===== src/rbst_pkg.sv =====
// shared types, constants and the quotient saturation helper for the ray box slab test
// no dependencies; used by every module of the block by scoped names
package rbst_pkg;

  localparam int unsigned AXES      = 3;
  localparam int unsigned LANES     = 2 * AXES;
  localparam int unsigned QW        = 32;
  localparam int unsigned BW        = 34;
  localparam int unsigned DW        = 35;
  localparam int unsigned REMW      = 50;
  localparam int unsigned EPSW      = 16;
  localparam int unsigned HALFW     = 31;
  localparam int unsigned SHW       = 6;
  localparam int unsigned DIV_STEPS = QW + 1;
  localparam int unsigned IN_W      = 2 * AXES * QW;
  localparam int unsigned OUT_W     = 8;
  localparam int unsigned IDXW      = 3;

  localparam logic signed [QW-1:0] Q_MAX = 32'sh7FFF_FFFF;
  localparam logic signed [QW-1:0] Q_MIN = 32'sh8000_0000;

  typedef logic signed [QW-1:0] q_t;
  typedef logic signed [BW-1:0] bnd_t;

  typedef enum logic [IDXW-1:0] {
    REG_CTR_X = 3'd0,
    REG_CTR_Y = 3'd1,
    REG_CTR_Z = 3'd2,
    REG_HALF_X = 3'd3,
    REG_HALF_Y = 3'd4,
    REG_HALF_Z = 3'd5,
    REG_EPS   = 3'd6,
    REG_NONE  = 3'd7
  } reg_idx_e;

  // one divider lane: partial remainder, divisor magnitude, quotient bits
  typedef struct packed {
    logic [REMW-1:0] rem;
    logic [QW-1:0]   dvs;
    logic [QW-1:0]   quo;
    logic            ovf;
    logic            neg;
  } lane_t;

  // lane 2a is the low plane of axis a, lane 2a+1 the high plane
  typedef struct packed {
    lane_t [LANES-1:0] lane;
    logic [AXES-1:0]   par;
    logic [AXES-1:0]   pmiss;
  } div_t;

  function automatic q_t sat_q(lane_t l);
    q_t r;
    if (l.neg) begin
      if (l.ovf || (l.quo > 32'h8000_0000)) r = Q_MIN;
      else r = q_t'(-l.quo);
    end else begin
      if (l.ovf || l.quo[QW-1]) r = Q_MAX;
      else r = q_t'(l.quo);
    end
    return r;
  endfunction

endpackage


===== src/rbst_prep.sv =====
// front stage: plane distances, scaled numerators, divisor magnitudes, parallel checks
// depends on rbst_pkg
module rbst_prep (
  input  logic                      clk_i,
  input  logic                      rst_ni,
  input  logic                      in_valid_i,
  output logic                      in_ready_o,
  input  rbst_pkg::q_t              org_i [rbst_pkg::AXES],
  input  rbst_pkg::q_t              dir_i [rbst_pkg::AXES],
  input  rbst_pkg::bnd_t            lo_i  [rbst_pkg::AXES],
  input  rbst_pkg::bnd_t            hi_i  [rbst_pkg::AXES],
  input  logic [rbst_pkg::EPSW-1:0] eps_i,
  output logic                      out_valid_o,
  input  logic                      out_ready_i,
  output rbst_pkg::div_t            out_data_o
);

  logic           valid_q;
  rbst_pkg::div_t data_d, data_q;

  assign in_ready_o = !valid_q || out_ready_i;

  always_comb begin
    logic signed [rbst_pkg::DW-1:0] dlo, dhi, eps_s;
    logic [rbst_pkg::QW:0]          adir;
    logic [rbst_pkg::BW-1:0]        mlo, mhi;
    data_d = '0;
    eps_s  = signed'({{(rbst_pkg::DW - rbst_pkg::EPSW){1'b0}}, eps_i});
    for (int a = 0; a < rbst_pkg::AXES; a++) begin
      dlo  = rbst_pkg::DW'(lo_i[a]) - rbst_pkg::DW'(org_i[a]);
      dhi  = rbst_pkg::DW'(hi_i[a]) - rbst_pkg::DW'(org_i[a]);
      adir = dir_i[a][rbst_pkg::QW-1] ? (rbst_pkg::QW+1)'(-((rbst_pkg::QW+1)'(dir_i[a])))
                                      : (rbst_pkg::QW+1)'(dir_i[a]);
      mlo  = dlo[rbst_pkg::DW-1] ? rbst_pkg::BW'(-dlo) : rbst_pkg::BW'(dlo);
      mhi  = dhi[rbst_pkg::DW-1] ? rbst_pkg::BW'(-dhi) : rbst_pkg::BW'(dhi);
      data_d.par[a]   = (dir_i[a] == '0) || (adir < (rbst_pkg::QW+1)'(eps_i));
      data_d.pmiss[a] = ((rbst_pkg::DW'(0) - dlo) < eps_s) || (dhi < eps_s);
      data_d.lane[2*a].rem   = {mlo, 16'b0};
      data_d.lane[2*a+1].rem = {mhi, 16'b0};
      data_d.lane[2*a].neg   = dlo[rbst_pkg::DW-1] ^ dir_i[a][rbst_pkg::QW-1];
      data_d.lane[2*a+1].neg = dhi[rbst_pkg::DW-1] ^ dir_i[a][rbst_pkg::QW-1];
      // parallel axes divide by one so the lanes stay well defined
      data_d.lane[2*a].dvs   = data_d.par[a] ? rbst_pkg::QW'(1) : adir[rbst_pkg::QW-1:0];
      data_d.lane[2*a+1].dvs = data_d.lane[2*a].dvs;
    end
  end

  always_ff @(posedge clk_i or negedge rst_ni) begin
    if (!rst_ni) begin
      valid_q <= 1'b0;
    end else if (in_ready_o) begin
      valid_q <= in_valid_i;
    end
  end

  always_ff @(posedge clk_i) begin
    if (in_ready_o && in_valid_i) begin
      data_q <= data_d;
    end
  end

  assign out_valid_o = valid_q;
  assign out_data_o  = data_q;

endmodule


===== config.mk =====
export PLATFORM = sky130hd
export DESIGN_NAME = rbst_prep
export DESIGN_NICKNAME = d
export VERILOG_FILES = /design/src/rbst_pkg.sv /design/src/rbst_prep.sv
export SDC_FILE = /design/constraint.sdc
export NUM_CORES = 1
export LEC_CHECK = 0
export BUFFER_PORTS_ARGS = -buffer_cell sky130_fd_sc_hd__buf_2
export CAP_MARGIN = 30
export CORE_AREA = 2 2 441 443
export CTS_CLUSTER_DIAMETER = 150
export DETAILED_ROUTE_END_ITERATION = 10
export DIE_AREA = 0 0 443 445
export GPL_ROUTABILITY_DRIVEN = 1
export GPL_TIMING_DRIVEN = 0
export PLACE_DENSITY = 0.35
export SYNTH_ARGS = -nofsm -noshare
export SYNTH_HDL_FRONTEND = slang
export SYNTH_SLANG_ARGS = --single-unit

===== constraint.sdc =====
create_clock -name clk_i -period 9.15 [get_ports clk_i]
set_input_delay 0.4575 -clock clk_i [delete_from_list [all_inputs] [get_ports clk_i]]
set_output_delay 0.4575 -clock clk_i [all_outputs]
set_load 0.02 [all_outputs]

==> results.sh <==
export IMPL_ys_seq_elements=313
export IMPL_maxCapViolations=0
export IMPL_die_area_um2=197000
export IMPL_seq_area_frac_synth_pct=26.9
export IMPL_synth_edf_count=312
export IMPL_cts_tree="done"
export IMPL_grt_use_total_pct=17.0
export IMPL_yosys_area_top_type="edfxtp_1"
export IMPL_cp_buffers_inverters=1
export IMPL_drt_pass1_iter_count=5
export IMPL_critical_path_max_fanout=6
export IMPL_core_area_um2=192000
export IMPL_clk_latency_ps=700
export IMPL_ys_types=102
export IMPL_syn_to_final_growth_pct=30.4
export IMPL_synth_top_area_share_pct=26.8
export IMPL_stdcell_count=7783
export IMPL_worst_clock_skew_ps=62.5
export IMPL_cts_buffers=46
export IMPL_fin_util_pct=23.7
export IMPL_synth_compound_area_share_pct=18.4
export IMPL_synth_top_family_by_area="compound AO/OA/AOI/OAI gates"
export IMPL_slowest_delay_ps=810
export IMPL_yosysMostFrequentCell="buf_4"
export IMPL_cts_path_max_buffers=3
export IMPL_synth_main_ff_cell="edfxtp_1"
export IMPL_final_net_count=5955
export IMPL_synthCells=3995
export IMPL_numPortBuffers=823
export IMPL_num_vias=33500
export IMPL_clock_sinks=313
export IMPL_r2r_setup_slack_ps=6460
export IMPL_status="complete, no violations"
export IMPL_synth_simple_area_share_pct=16.5
export IMPL_fin_crit_ps=5890
export IMPL_timing_fmax_ghz=0.170
export IMPL_h_tree_depth=2
export IMPL_cp_common_cell="nor4_1"
export IMPL_synth_xor_area_share_pct=12.9
export IMPL_synth_avg_cell_area_um2=8.75
export IMPL_synth_area_mux_share_pct=0.766
export IMPL_root_buffer="clkbuf_16"
export IMPL_min_period_over_period_pct=64.4
export IMPL_worstPathRequired_ps=9570
export IMPL_slew_violations=0
export IMPL_powerDensity_nw_per_um2=157
export IMPL_netlist_top_cells_count="buf_4, ha_1, edfxtp_1, xnor2_1, nor2_1"
export IMPL_gr_total_overflow=0
export IMPL_critical_path_top_delay_family="simple AND/OR/NAND/NOR gates"
export IMPL_grt_first_pass_wirelength_um=242000
export IMPL_ys_async_sr_fraction_pct=0.319
export IMPL_leakagePower_nw=20.3
export IMPL_post_drt_wl_per_cell_um=22.5
export IMPL_finalSetupViolCount=0
export IMPL_drtIter0Drc=1966
export IMPL_ir_drop_mv=0.135
export IMPL_synth_area_leaders="edfxtp_1, ha_1, buf_4, xnor2_1, xor2_1"
export IMPL_critPathKind="input port to flop"
export IMPL_tightest_slew_ps=1010
export IMPL_hold_ws_ps=58.3
export IMPL_fin_tns_setup_ps=0
export IMPL_drc=0
export IMPL_vias_per_cell=4.30
export IMPL_drtAntennaViolNets=0
export IMPL_dp_hpwl_um=152000
export IMPL_cts_resized=0
export IMPL_initial_core_util_pct=18.2
export IMPL_drt_wl_total_um=175000
export IMPL_die_y_um=445
export IMPL_finalHoldViolCount=0
export IMPL_end_kind="flop"
export IMPL_antenna_found_initial=106
export IMPL_grt_pass1_vias=32100
export IMPL_fp_dieW_um=443
export IMPL_layout_drive_gt1_share_pct=26.8
export IMPL_relSlewSlack_pct=32.6
export IMPL_rsz0062_at_grt="false"
export IMPL_fill_cells=21200
export IMPL_crit_chain="buf_2 -> ha_1 -> fa_1 -> nand2b_1 -> a211oi_1 -> nor2_1 -> xor2_1 -> nand4_1 -> nor4_1 -> and3_1 -> nor4b_1 -> nand3_1 -> nor4_1 -> xnor2_1 -> o311ai_1 -> a31o_1"
export IMPL_crit_slowest_cell="a211oi_1"
export IMPL_dp_cells=7661
export IMPL_hold_path_class="input port to asynchronous set/reset pin"
export IMPL_critPathLaunchType="input port"
export IMPL_gp_congestion=0.915
export IMPL_num_io_pins=1120
export IMPL_yosys_warnings=0
export IMPL_grt_start_max_net_pins=66
export IMPL_synthAdderAreaFrac_pct=12.8
export IMPL_clk_pin_slew_ps=60
export IMPL_rows=161
export IMPL_syn_area_um2=34900
export IMPL_cp_arrival_ps=6320
[final timing paths]
kind	start	end	cells past startpoint
worst max-delay path	org_i[64]	out_data_o[0]	16
worst min-delay path	rst_ni	out_valid_o	2
worst max register to register	out_valid_o	out_data_o[344]	6
worst min register to register	out_valid_o	out_valid_o	2
max in group asynchronous	rst_ni	out_valid_o	2
min in group clk_i	out_ready_i	out_valid_o	3
[power by group]
group / total, W / switching (W) / internal, W
sequential: 0.00196 / 0.0000805 / 0.00188
combinational: 0.00326 / 0.00209 / 0.00118
clock: 0.00195 / 0.000793 / 0.00116
total: 0.00717 / 0.00296 / 0.00421
[cell families (layout without fill, tap and decap cells)]
family / after synthesis / after routing
XOR/XNOR: 512 / 512
AO/OA/AOI/OAI: 975 / 975
buffers and inverters: 702 / 1634
adder cells (fa/ha/maj): 354 / 354
flip-flops: 313 / 313
other: 1 / 331
multiplexers: 26 / 26
AND/OR/NAND/NOR: 1112 / 1112
[timing repair]
action | in CTS | in global routing
hold endpoints to repair | 2 | 0
setup buffers | 0 | 0
hold buffers | 2 | 0
[layer usage]
metal | part of all wire [%] | track usage (%) | up-vias
met4 | 3.8 | 5.75 | 16
met2 | 51 | 31.4 | 1160
li1 | - | - | 16200
met5 | 0.066 | 0 | -
met3 | 4.5 | 2.44 | 280
met1 | 40 | 19.9 | 15800
[through the flow]
step	worst slack, ps	cell area (um^2)	power (W)
floorplan	613	36000	0.00414
global placement	-4490	43300	0.00529
detailed placement	2730	43900	0.00526
CTS	3450	45500	0.00730
global route	2920	45600	0.00763
finish	3260	45600	0.00717
[flip-flops by register name, indices dropped and copies added, names as in the netlist]
register and flops:
out_valid_o 1, out_data_o 312
[cell type report]
class,count,area [um^2],area share [%]
Tap cell,2526,3160,6.93
Clock inverter,32,440,0.966
Multi-Input combinational cell,3273,22500,49.4
Inverter,224,841,1.84
Sequential cell,313,9390,20.6
Clock buffer,51,1170,2.57
Buffer,478,3290,7.21
Antenna cell,37,92.6,0.203
Timing Repair Buffer,849,4660,10.2
[cell usage in the layout (no fill, tap or decap), drive strengths merged, types with 49 or more instances in the layout]
cell       n
a21o     103
a21oi    251
buf     1253
clkbuf   123
conb     294
edfxtp   312
ha       348
inv      227
nand2    248
nand2b    49
nand3     77
nand4     51
nor2     274
nor2b     72
nor3      79
o21a      53
o21ai    217
o31ai     62
or3       50
xnor2    313
xor2     199
No activity file was read; power rests on OpenSTA's default activity.
